`src/hdl/rsz_pkg.sv`:
```
// Package for the bilinear RGB resize block.
// Holds the configuration record, register indexes, sequencer states and
// fixed arithmetic widths; it depends on nothing else.
package rsz_pkg;

  localparam int MAX_WIDTH_DEF = 512;
  localparam int MAX_ROWS_DEF  = 512;

  localparam int CFG_DATA_W = 25;
  localparam int WGT_W      = 15;
  localparam int ACC_W      = 22;
  localparam int FRAC_SH    = 14;
  localparam int NUM_TAPS   = 4;
  localparam int NUM_CHAN   = 3;

  localparam logic [2:0] REG_IN_WIDTH     = 3'd0;
  localparam logic [2:0] REG_IN_ROWS      = 3'd1;
  localparam logic [2:0] REG_OUT_WIDTH    = 3'd2;
  localparam logic [2:0] REG_OUT_ROWS     = 3'd3;
  localparam logic [2:0] REG_X_STEP       = 3'd4;
  localparam logic [2:0] REG_Y_STEP       = 3'd5;
  localparam logic [2:0] REG_IN_TILE_ROW  = 3'd6;
  localparam logic [2:0] REG_OUT_TILE_ROW = 3'd7;

  localparam logic CMD_LOAD    = 1'b0;
  localparam logic CMD_COMPUTE = 1'b1;

  typedef struct packed {
    logic [9:0]  in_width;
    logic [9:0]  in_rows;
    logic [9:0]  out_width;
    logic [9:0]  out_rows;
    logic [24:0] x_step;
    logic [24:0] y_step;
    logic [8:0]  in_tile_row;
    logic [8:0]  out_tile_row;
  } rsz_cfg_t;

  typedef struct packed {
    logic clr;
    logic en;
  } rsz_lane_ctl_t;

  typedef enum logic [2:0] {
    S_IDLE,
    S_MUL,
    S_CLAMP,
    S_PREP,
    S_READ,
    S_DRAIN
  } rsz_state_t;

endpackage

```
`src/hdl/rsz_lane.sv`:
```
// One channel lane of the resize block: multiplies each fetched channel
// byte by its tap weight and accumulates the sum. Depends on rsz_pkg.
module rsz_lane import rsz_pkg::*; (
  input  logic             clk,
  input  rsz_lane_ctl_t    ctl,
  input  logic [7:0]       pix,
  input  logic [WGT_W-1:0] wgt,
  output logic [ACC_W-1:0] acc_sum
);

  logic [ACC_W-1:0] acc_r;

  assign acc_sum = acc_r + ACC_W'(ACC_W'(pix) * ACC_W'(wgt));

  always_ff @(posedge clk) begin
    if (ctl.clr) begin
      acc_r <= '0;
    end else if (ctl.en) begin
      acc_r <= acc_sum;
    end
  end

endmodule

```
`config.mk`:
```
export PLATFORM = sky130hd
export DESIGN_NAME = rsz_lane
export DESIGN_NICKNAME = d
export VERILOG_FILES = /design/src/hdl/rsz_pkg.sv /design/src/hdl/rsz_lane.sv
export SDC_FILE = /design/constraint.sdc
export NUM_CORES = 1
export LEC_CHECK = 0
export ABC_AREA = 1
export BUFFER_PORTS_ARGS = -buffer_cell sky130_fd_sc_hd__buf_2
export CAP_MARGIN = 20
export CORE_ASPECT_RATIO = 0.9
export CORE_MARGIN = 2
export CORE_UTILIZATION = 25
export DETAILED_ROUTE_END_ITERATION = 10
export PLACE_DENSITY = 0.45
export SETUP_SLACK_MARGIN = 0.3
export SLEW_MARGIN = 25
export SYNTH_ARGS = -nofsm -noshare
export SYNTH_HDL_FRONTEND = slang
export SYNTH_SLANG_ARGS = --single-unit
```
`constraint.sdc`:
```
create_clock -name clk -period 9.9 [get_ports clk]
set_input_delay 0 -clock clk [delete_from_list [all_inputs] [get_ports clk]]
set_output_delay 0 -clock clk [all_outputs]
set_load 0.01 [all_outputs]
```
-- After elaboration in Yosys (flattened, before gate mapping)
Index checks and enable logic that the tools add are counted.
W data, S select, Z words.
- register bits: 22
- logic and storage cells: 3
- input bits: 26
- add/sub/neg operators: 1
- multiply operators: 1
- operators by type and width (cell ; count):
    $add A22 B22 Y22 ; 1
    $mul A8 B15 Y22 ; 1

-- Longest topological paths before layout
- depth after elaboration: 2
- depth in mapped cells: 24
- mapped depth without buffers: 23

-- Worst setup path before layout
OpenSTA, ideal clock, no wires.
- kind: register to register
- start point: reg acc_r[6]
- end point: reg acc_r[12]
- setup time: 113 ps
- clock period less this slack: 3759 ps
- setup slack: 6141 ps
- stages on the path, launching flop included: 20
- arrival time: 3645 ps
- path through: dfxtp_1 > inv_1 > fa_1 > inv_1 > fa_1 > inv_1 > fa_1 > fa_1 > inv_1 > ha_1 > nand2_1 > inv_1 > nand2_1 > nand2_1 > nand2_1 > nand2_1 > o21bai_1 > nand2_1 > o21ai_1 > inv_1
- cells in the longest elaborated chain, start to end: 1
- ends and longest elaborated chain (item ; RTL line ; source):
    from (decl) ; rsz_lane.sv:11 ; logic [ACC_W-1:0] acc_r;
    from (signal assigned) ; rsz_lane.sv:19 ; acc_r <= acc_sum;
    $add A22 B22 Y22 ; rsz_lane.sv:13 ; assign acc_sum = acc_r + ACC_W'(ACC_W'(pix) * ACC_W'(wgt));
    net acc_sum[12] ; rsz_lane.sv:8 ; output logic [ACC_W-1:0] acc_sum
The timed path passes the listed nets, and every way through them passes these cells.
A chain may end at the register's enable or synchronous reset.

-- Worst setup path in the final report
- start point: reg acc_r[12]
- end point: out acc_sum[21]
- cells in the longest elaborated chain, start to end: 1
- ends and longest elaborated chain (item ; RTL line):
    $add A22 B22 Y22 ; rsz_lane.sv:13
    to (decl) ; rsz_lane.sv:8
No other way between the ends.

==> results.yml <==
cts:
  numCtsBuffers: 3
  clock_latency_ns: 0.27
  root_buffer: "clkbuf_16"
  cts_tree: "done"
  path_clk_slew_ns: 0.07
  clk_path_buf_depth: 2
  cts_sinks: 22
  cts_htree_levels: 1
  cts_setup_buffers: 0
  hold_buffers: 0
  post_cts_resized: 0
global_routing:
  grt_usage_pct: 13.1
  met3_usage_pct: 0.795
  overflow: 0
  grt_pass1_vias: 4606
  busiest_layer: "met2"
  grt_start_max_net_pins: 32
  gr-usage-met2_pct: 20.6
  grt_pass1_wl_mm: 24.7
  gr-usage-met1_pct: 20.3
  antenna_found_initial: 0
final_layout:
  largest_reg_flops: 22
  largestRegisters: "acc_r: 22 flops"
  antenna_cells: 0
  layout.nets: 1008
  regMostFlops: "acc_r"
  num-fill-cells: 2498
  utilization_pct: 27.7
  drive_gt1_share_pct: 8.42
  fin_cells: 1140
  area_growth_syn_to_layout_pct: 9.92
die:
  io_pins: 48
  chipWidth_um: 162
  core_area_um2: 22300
  fp-row-count: 52
  start_util_pct: 25.2
  die-area_um2: 23700
  die_h_um: 146
sta:
  relSlewSlack_pct: 35.2
  setup-tns-final_ns: 0
  worst_slew_pin_slew_ns: 0.972
  min_period_over_period_pct: 43.2
  grt_setup_unrepaired: "false"
  hold_viol: 0
  finClkSkew_ns: 0.00719
  fin_crit_ns: 4.28
  setup-violations-final: 0
  max_freq_ghz: 0.234
  slew_viol_final: 0
critical_path:
  cp-end-kind: "output pin"
  critical_path_class: "reg -> out"
  cp.arrival_ns: 4.28
  r2r_start: "acc_r[12]"
  r2r_cells: 19
  r2r_slack_ns: 5.81
  start_kind: "flip-flop"
  path_max_fanout: 5
  crit-reg2reg-capture: "acc_r[21]"
  worstPathRequired_ns: 9.90
yosys:
  syn_avg_cell_area_um2: 6.84
  synth_seq_cells: 22
  synth_warnings: 0
  yosysMostFrequentCell: "inv_1"
  ys_async_sr_fraction_pct: 0
  synthCells: 822
  synth_top_area_share_pct: 34.9
  ys_top_cells_by_count: "inv_1 (282), nand2_1 (221), fa_1 (98), ha_1 (39), nor2_1 (29)"
  synthDistinctLibCells: 30
  ys_seq_area_share_pct: 7.83
  synth_area_um2: 5630
  post-synth-top-area-cell: "fa_1"
  syn-num-nets: 985
  synthFlopType: "dfxtp_1"
  synth_area_leaders: "fa_1 (35%), inv_1 (19%), nand2_1 (15%)"
  synth-edff-count: 0
placed_design:
  gp_congestion: 0.814
  hpwl_mm: 12.7
  numPlacedInstances: 1137
  portBuffers: 47
detailed_routing:
  detail_route.iter0.violations: 178
  wl_per_cell_um: 12.7
  firstDrtPassIters: 4
  vias: 4448
  vias_per_cell: 3.90
  antenna_left: 0
  drc: 0
  wl_mm: 14.5
run:
  drv_cap: 0
hold_path:
  holdPathStages: 3
  whs_endpoint: "acc_r[0]"
  min-delay-start: "ctl[0]"
  hp-class: "in -> reg"
run_status:
  outcome: "complete, no violations"
==> how the worst max path moves through the flow <==
stage | depth (start not counted) | start | slack (ns) | to
4_1_cts | 18 | acc_r[12] | 5.58 | acc_sum[21]
5_1_grt | 17 | acc_r[6] | 5.35 | acc_sum[18]
2_1_floorplan | 19 | acc_r[6] | 6.14 | acc_r[12]
6_report | 18 | acc_r[12] | 5.62 | acc_sum[21]
3_5_place_dp | 19 | acc_r[12] | 5.79 | acc_r[21]
3_3_place_gp | 19 | acc_r[12] | 5.78 | acc_r[21]
==> kinds of logic after synthesis <==
kind of cell | after synthesis | share of synthesized area, %
adder cells (fa/ha/maj) | 137 | 43.5
AND/OR/NAND/NOR | 294 | 21.4
flip-flops | 22 | 7.83
AO/OA/AOI/OAI | 49 | 4.85
XOR/XNOR | 8 | 1.25
buffers and inverters | 312 | 21.1
==> critical path: stages (launching register included) <==
cell and delay [ns]:
dfxtp_1 0.31, inv_1 0.10, fa_1 0.54, inv_1 0.06, fa_1 0.48, fa_1 0.54, inv_1 0.06, fa_1 0.50
inv_1 0.06, ha_1 0.37, nand2_2 0.14, inv_1 0.06, a21oi_2 0.21, nand3_2 0.15, nand2_1 0.12, nand2_1 0.05
nand2_1 0.07, nand2_1 0.05, buf_2 0.13
==> cell type report <==
type | instances | area [µm²] | area share [%]
multi-input combinational | 488 | 4000 | 64.7
inverter | 283 | 1060 | 17.2
sequential | 22 | 440 | 7.12
tap | 297 | 372 | 6.01
timing repair buffer | 47 | 235 | 3.80
clock buffer | 3 | 75.1 | 1.21
==> routing by layer <==
layer / vias to the layer above / share of wire (%) / routed length, µm
met5: - / 0 / 0
met3: 5 / 2.2 / 313
met1: 2073 / 54 / 7840
met2: 48 / 43 / 6250
met4: 0 / 0.51 / 74
li1: 2322 / - / -
==> metrics by stage <==
step                hold slack, ns  area [µm²]  worst slack (ns)
floorplan                    0.156        5630              6.14
global placement             0.425        6110              5.78
detailed placement           0.428        6110              5.79
CTS                          0.147        6180              5.58
global route                 0.179        6180              5.35
finish                       0.136        6180              5.62
==> placed cells by master (no fill, tap or decap) <==
cell,count
a211oi_1,4
buf_2,47
o21bai_1,2
o21bai_2,1
nand3b_1,1
nand3_1,20
o21ai_0,9
dfxtp_1,22
o21ai_1,3
xnor2_1,1
o21a_1,1
nand4_1,1
nor2_2,4
a21oi_1,28
xor2_1,7
a21oi_2,1
nor2_4,1
nand2_1,221
nand3_2,4
fa_1,98
nand2_2,9
inv_2,1
and2_1,1
ha_1,39
inv_1,282
nor2_1,29
clkbuf_16,3
nor3_1,3
Power is not shown: default switching activity piles up to over one toggle a cycle in this logic, so the estimate is an artifact.
