[src/hdl/rsz_pkg.sv]
// Package for the bilinear RGB resize block.
// Holds the configuration record, register indexes, sequencer states and
// fixed arithmetic widths; it depends on nothing else.
package rsz_pkg;

  localparam int MAX_WIDTH_DEF = 512;
  localparam int MAX_ROWS_DEF  = 512;

  localparam int CFG_DATA_W = 25;
  localparam int WGT_W      = 15;
  localparam int ACC_W      = 22;
  localparam int FRAC_SH    = 14;
  localparam int NUM_TAPS   = 4;
  localparam int NUM_CHAN   = 3;

  localparam logic [2:0] REG_IN_WIDTH     = 3'd0;
  localparam logic [2:0] REG_IN_ROWS      = 3'd1;
  localparam logic [2:0] REG_OUT_WIDTH    = 3'd2;
  localparam logic [2:0] REG_OUT_ROWS     = 3'd3;
  localparam logic [2:0] REG_X_STEP       = 3'd4;
  localparam logic [2:0] REG_Y_STEP       = 3'd5;
  localparam logic [2:0] REG_IN_TILE_ROW  = 3'd6;
  localparam logic [2:0] REG_OUT_TILE_ROW = 3'd7;

  localparam logic CMD_LOAD    = 1'b0;
  localparam logic CMD_COMPUTE = 1'b1;

  typedef struct packed {
    logic [9:0]  in_width;
    logic [9:0]  in_rows;
    logic [9:0]  out_width;
    logic [9:0]  out_rows;
    logic [24:0] x_step;
    logic [24:0] y_step;
    logic [8:0]  in_tile_row;
    logic [8:0]  out_tile_row;
  } rsz_cfg_t;

  typedef struct packed {
    logic clr;
    logic en;
  } rsz_lane_ctl_t;

  typedef enum logic [2:0] {
    S_IDLE,
    S_MUL,
    S_CLAMP,
    S_PREP,
    S_READ,
    S_DRAIN
  } rsz_state_t;

endpackage

[src/hdl/rsz_coord.sv]
// Coordinate unit of the resize block: source positions, clamped neighbour
// addresses and combined bilinear weights, over three register stages.
// Depends on rsz_pkg.
module rsz_coord import rsz_pkg::*; #(
  parameter int MAX_WIDTH = MAX_WIDTH_DEF,
  parameter int MAX_ROWS  = MAX_ROWS_DEF,
  localparam int COL_W    = $clog2(MAX_WIDTH),
  localparam int ROW_W    = $clog2(MAX_ROWS),
  localparam int ADDR_W   = $clog2(MAX_WIDTH * MAX_ROWS)
) (
  input  logic              clk,
  input  rsz_cfg_t          cfg,
  input  logic [8:0]        item_col,
  input  logic [8:0]        item_row,
  output logic [ADDR_W-1:0] tap_addr [NUM_TAPS],
  output logic [WGT_W-1:0]  tap_wgt [NUM_TAPS]
);

  logic [33:0]       xpos_r;
  logic [34:0]       ypos_r;
  logic [9:0]        yidx;
  logic [COL_W-1:0]  wm1, x0_nxt, x1_nxt, x0_r, x1_r;
  logic [ROW_W-1:0]  hm1, y0_nxt, y1_nxt, y0_r, y1_r;
  logic [17:0]       xi;
  logic [18:0]       yi, yrel;
  logic [6:0]        ww2_r, hw2_r;
  logic [7:0]        ww1, ww2, hw1, hw2;
  logic [ADDR_W-1:0] base0, base1;

  assign yidx = 10'(cfg.out_tile_row) + 10'(item_row);

  always_ff @(posedge clk) begin
    xpos_r <= 34'(item_col) * 34'(cfg.x_step);
    ypos_r <= 35'(yidx) * 35'(cfg.y_step);
  end

  assign xi   = xpos_r[33:16];
  assign yi   = ypos_r[34:16];
  assign yrel = yi - 19'(cfg.in_tile_row);

  always_comb begin
    if (cfg.in_width == 10'd0) begin
      wm1 = '0;
    end else if (32'(cfg.in_width) > MAX_WIDTH) begin
      wm1 = COL_W'(MAX_WIDTH - 1);
    end else begin
      wm1 = COL_W'(cfg.in_width - 10'd1);
    end
    if (cfg.in_rows == 10'd0) begin
      hm1 = '0;
    end else if (32'(cfg.in_rows) > MAX_ROWS) begin
      hm1 = ROW_W'(MAX_ROWS - 1);
    end else begin
      hm1 = ROW_W'(cfg.in_rows - 10'd1);
    end

    if (32'(xi) > 32'(wm1)) begin
      x0_nxt = wm1;
    end else begin
      x0_nxt = COL_W'(xi);
    end
    x1_nxt = (x0_nxt == wm1) ? wm1 : x0_nxt + COL_W'(1);

    if (yi < 19'(cfg.in_tile_row)) begin
      y0_nxt = '0;
    end else if (32'(yrel) > 32'(hm1)) begin
      y0_nxt = hm1;
    end else begin
      y0_nxt = ROW_W'(yrel);
    end
    y1_nxt = (y0_nxt == hm1) ? hm1 : y0_nxt + ROW_W'(1);
  end

  always_ff @(posedge clk) begin
    x0_r  <= x0_nxt;
    x1_r  <= x1_nxt;
    y0_r  <= y0_nxt;
    y1_r  <= y1_nxt;
    ww2_r <= xpos_r[15:9];
    hw2_r <= ypos_r[15:9];
  end

  assign ww2   = {1'b0, ww2_r};
  assign hw2   = {1'b0, hw2_r};
  assign ww1   = 8'd128 - ww2;
  assign hw1   = 8'd128 - hw2;
  assign base0 = ADDR_W'(ADDR_W'(y0_r) * ADDR_W'(MAX_WIDTH));
  assign base1 = ADDR_W'(ADDR_W'(y1_r) * ADDR_W'(MAX_WIDTH));

  // Tap order: floor pixel, the one below, the one to the right, diagonal.
  always_ff @(posedge clk) begin
    tap_addr[0] <= base0 + ADDR_W'(x0_r);
    tap_addr[1] <= base1 + ADDR_W'(x0_r);
    tap_addr[2] <= base0 + ADDR_W'(x1_r);
    tap_addr[3] <= base1 + ADDR_W'(x1_r);
    tap_wgt[0]  <= WGT_W'(16'(hw1) * 16'(ww1));
    tap_wgt[1]  <= WGT_W'(16'(hw2) * 16'(ww1));
    tap_wgt[2]  <= WGT_W'(16'(hw1) * 16'(ww2));
    tap_wgt[3]  <= WGT_W'(16'(hw2) * 16'(ww2));
  end

endmodule

[config.mk]
export PLATFORM = sky130hd
export DESIGN_NAME = rsz_coord
export DESIGN_NICKNAME = d
export VERILOG_FILES = /design/src/hdl/rsz_pkg.sv /design/src/hdl/rsz_coord.sv
export SDC_FILE = /design/constraint.sdc
export NUM_CORES = 2
export LEC_CHECK = 0
export BUFFER_PORTS_ARGS = -buffer_cell sky130_fd_sc_hd__buf_2
export CORE_AREA = 8 8 324 232
export CTS_CLUSTER_SIZE = 28
export DETAILED_ROUTE_END_ITERATION = 7
export DIE_AREA = 0 0 332 240
export SLEW_MARGIN = 25
export SYNTH_ARGS = -nofsm -noshare
export SYNTH_HDL_FRONTEND = slang
export SYNTH_SLANG_ARGS = --single-unit
[constraint.sdc]
create_clock -name clk -period 7.9 [get_ports clk]
set_clock_uncertainty 0.1 [all_clocks]
set_input_delay 0.395 -clock clk [delete_from_list [all_inputs] [get_ports clk]]
set_output_delay 0.395 -clock clk [all_outputs]
set_load 0.02 [all_outputs]
## Word-level counts from Yosys, hierarchy flattened

Cells that the tools add are included.

| operators by class | value |
|---|---|
| add/sub/neg operators | 12 |
| multipliers | 6 |
| $lt $le $gt $ge | 5 |
| equality and inequality tests | 2 |
| multiplexer cells | 9 |
| reduce and logical (&&, ||, !) cells | 2 |

Operators by type and width:

| operator | number |
|---|---|
| 9-bit 2-to-1 mux | 9 |
| 18-bit by 9-bit adder with 18-bit output | 4 |
| 10-bit by 25-bit multiplier with 35-bit output | 1 |
| 9-bit by 25-bit multiplier with 34-bit output | 1 |
| 10-bit greater-than comparator (second input constant) | 2 |
| 10-bit logical NOT | 2 |
| 19-bit by 9-bit greater-than comparator with 1-bit output | 1 |
| 19-bit by 9-bit < comparator with 1-bit output | 1 |
| 19-bit by 9-bit subtractor with 19-bit output | 1 |
| 9-bit by 1-bit adder with 9-bit output (second input constant) | 2 |
| 9-bit equality test | 2 |
| 18-bit by 9-bit greater-than comparator with 1-bit output | 1 |
| 9-bit by 1-bit subtractor with 9-bit output (second input constant) | 2 |
| 8-bit by 7-bit subtractor with 8-bit output (first input constant) | 2 |
| 7-bit by 8-bit multiplier with 15-bit output | 1 |
| 8-bit by 7-bit multiplier with 15-bit output | 1 |
| 8-bit by 8-bit multiplier with 15-bit output | 1 |
| 7-bit by 7-bit multiplier with 14-bit output | 1 |
| 9-bit by 9-bit adder with 10-bit output | 1 |

| word-level totals | value |
|---|---|
| register bits | 250 |
| output and inout bits | 132 |
| logic and storage cells | 52 |

## Logic depth before layout (Yosys ltp)

| depth | value |
|---|---|
| depth in word-level cells | 8 |
| gate-level depth with buffers | 31 |

## Worst setup path before layout

No wires, ideal clock.

| path | value |
|---|---|
| kind | input -> register |
| start point | input cfg[0] (netlist bit) |
| end point | register ypos_r[31] |
| data arrival time | 7.118 ns |
| required time | 7.728 ns |
| slack | 0.609 ns |
| cell stages on the path | 30 |
| path through | ha_1 > fa_1 > a21oi_1 > nor2_1 > nor2_1 > o21bai_1 > a21oi_1 > o21bai_1 > a21oi_1 > xnor2_1 > clkbuf_1 > and2_1 > fa_1 > fa_1 > fa_1 > fa_1 > inv_1 > fa_1 > inv_1 > ha_1 > and4_1 > and2_1 > o21a_1 > a311o_1 > a21oi_1 > o21ai_1 > a221oi_1 > nand2b_1 > a31oi_1 > xnor2_1 |

| on the way | value |
|---|---|
| longest elaborated chain between the ends | 2 |

RTL lines:

| what | line | text |
|---|---|---|
| from (decl) | rsz_coord.sv:12 | `input rsz_cfg_t cfg,` |
| 9-bit by 9-bit adder with 10-bit output | rsz_coord.sv:30 | `assign yidx = 10'(cfg.out_tile_row) + 10'(item_row);` |
| 10-bit by 25-bit multiplier with 35-bit output | rsz_coord.sv:34 | `ypos_r <= 35'(yidx) * 35'(cfg.y_step);` |
| to (signal assigned) | rsz_coord.sv:34 |  |
| to (decl) | rsz_coord.sv:20 | `logic [34:0] ypos_r;` |

No other way between the ends.

## Worst setup path in the final report

| path | value |
|---|---|
| start point | input cfg[1] (netlist bit) |
| end point | register ypos_r[34] |

The elaborated chain is that of the path after synthesis.

==> flow_metrics.tcl <==
set metrics [dict create \
    status "finished, final reports clean" \
    layout.nets 4071 \
    synth_commonest_cells "inv_1, fa_1, nand2_1, and2_1, ha_1" \
    slew_viol_final 0 \
    grt_pass1_wl_mm 110 \
    die_area_mm2 0.0797 \
    clkSinkCount 193 \
    clock_latency_ps 480 \
    hold_ws_ps 229 \
    rows 82 \
    via_per_inst 4.84 \
    ctsResizeCount 0 \
    yosysSeqAreaShare_pct 13.9 \
    drt_iter0_drc 1036 \
    fill_cells 7007 \
    grt_max_degree 26 \
    required_ps 8210 \
    async_flop_share_pct 0 \
    cp.arrival_ps 7570 \
    fp.coreArea_mm2 0.0704 \
    ys_types 87 \
    synth_nets 3945 \
    yosys.area.top_type_share_pct 33.3 \
    fp.dieH_um 240 \
    syn2layout_area_growth_pct 9.21 \
    post-dp-hpwl_mm 53.2 \
    placed_area_mm2 0.0296 \
    dr_total_vias 20000 \
    hp-class "register to register" \
    syn_area_per_cell_um2 9.05 \
    path_clk_slew_ps 80 \
    place.gp.congestion 0.850 \
    rsz0062_at_grt "no" \
    layout_min_cycle_time_ps 7260 \
    tns_ps 0 \
    whs_path_depth 0 \
    drc 0 \
    start_kind "input port" \
    start_util_pct 39.4 \
    synth_edf_count 0 \
    ant_nets 0 \
    avgRoutedWirePerCell_um 15.8 \
    slowest_delay_ps 510 \
    yosysTopAreaCell "fa_1" \
    synth_flop_cell "dfxtp_1" \
    setup-violations-final 0 \
    endpoint_kind "register" \
    tightestPinTransition_ps 937 \
    cts_made_buffers 17 \
    htreeDepth 4 \
    crit_type "input port to register" \
    drive_above_1_share_pct 10.9 \
    worstRegToRegCells 22 \
    drtPass1Iterations 5 \
    ys_ff_latch 193 \
    grt_use_total_pct 16.9 \
    hold_viol 0 \
    critPathSlowestCell "fa_1" \
    grt_pass1_vias 20800 \
    maxCapViolations 0 \
    cts_hold_buf 0 \
    cts_root_buffer "clkbuf_16" \
    grt_antenna_before_repair 4 \
    die_x_um 332 \
    cp_max_fo 13 \
    drt_wl_total_mm 65.2 \
    post-synth-top-count-cell "inv_1" \
    fin_area_mm2 0.0303 \
    relSlewSlack_pct 37.5 \
    cts_tree "done" \
    portBuffers 237 \
    ios 259 \
    grt_overflow_total 0 \
    clockBufferDepth 2 \
    synth_cells 3065 \
    synth_area_leaders "fa_1, dfxtp_1, ha_1" \
    synth.cell_area_mm2 0.0277 \
    yosys_warnings 0 \
    cts_setup_buffers 0 \
    timing.final.crit_share_pct 91.9 \
    fmax_mhz 138 \
]
==> sequential cells by signal, summed over array words and instances (netlist names) <==
signal    cells
ypos_r       26
ww2_r         7
y1_r          9
x1_r          9
x0_r          9
xpos_r       25
y0_r          9
hw2_r         7
tap_addr     36
tap_wgt      56
==> metal layers <==
layer  vias to the layer above  track usage (%)  routed length (um)  share of wire [%]
met5                         -                0                  38              0.058
met4                         6             3.17                 779                1.2
met3                        54             4.17                4110                6.3
met2                       477             25.5               27600                 42
met1                      9781             24.6               32700                 50
li1                       9654                -                   -                  -
==> cell families (layout without fill, tap and decap cells) <==
logic type / after synthesis / after routing / share of synthesized area (%)
and+or+nand+nor: 980 / 980 / 17.5
adders and majority gates: 754 / 754 / 46.5
buffers and inverters: 707 / 846 / 10.2
AOI/OAI and AO/OA: 266 / 266 / 6.54
DFF: 193 / 193 / 13.9
xor gates and xnor gates: 140 / 140 / 4.42
muxes: 24 / 24 / 0.911
other: 1 / 2 / 0.0135
==> stage by stage <==
stage          setup slack, ps  utilization, %  instances
6_report                   640            43.0       4129
3_3_place_gp               172            42.1       4096
5_1_grt                    217            43.0       4129
3_5_place_dp              51.8            42.1       4096
2_1_floorplan              609               -       3065
4_1_cts                    528            43.0       4128
==> critical path, delay by kind of cell <==
kind	cells	cell delay (ps)
compound gates	16	3340
xor+xnor	1	140
fa+ha+maj	7	2930
buf+inv	4	380
simple gates	3	380
==> cell type report <==
class / count / area (um^2) / share of cell area [%]
repair buffers: 279 / 1550 / 5.12
clock inverters: 15 / 208 / 0.686
inverters: 535 / 2010 / 6.63
well taps: 924 / 1160 / 3.82
diodes: 1 / 2.50 / 0.00826
clock buffers: 17 / 425 / 1.40
flip-flops and latches: 193 / 3860 / 12.8
multi-input cells: 2165 / 21100 / 69.6
==> path summary, 6_finish.rpt <==
check,slack [ps],startpoint,end
setup / recovery,640,cfg[1],ypos_r[34]
hold / removal,230,y0_r[8],tap_addr[71]
setup reg to reg,1630,ypos_r[16],y1_r[4]
hold reg to reg,230,y0_r[8],tap_addr[71]
==> cells in the final DEF, fill, tap and decap left out, drive strengths merged, types with 7 or more instances in the layout <==
cell type,instances
nor2b,14
buf,279
and2,312
a21o,22
nand2b,11
clkbuf,17
o21bai,21
o21ai,50
nand2,419
dfxtp,193
a211oi,11
ha,292
inv,543
and3,7
a21oi,87
mux2,7
nand3,17
nor2,114
xor2,31
nand4,12
xnor2,109
nor4,13
o21a,13
fa,461
nor3,30
mux2i,17
Power is left out: the tool's default activity adds up to more than one toggle a clock period on the data nets, which glitch-free logic cannot reach.
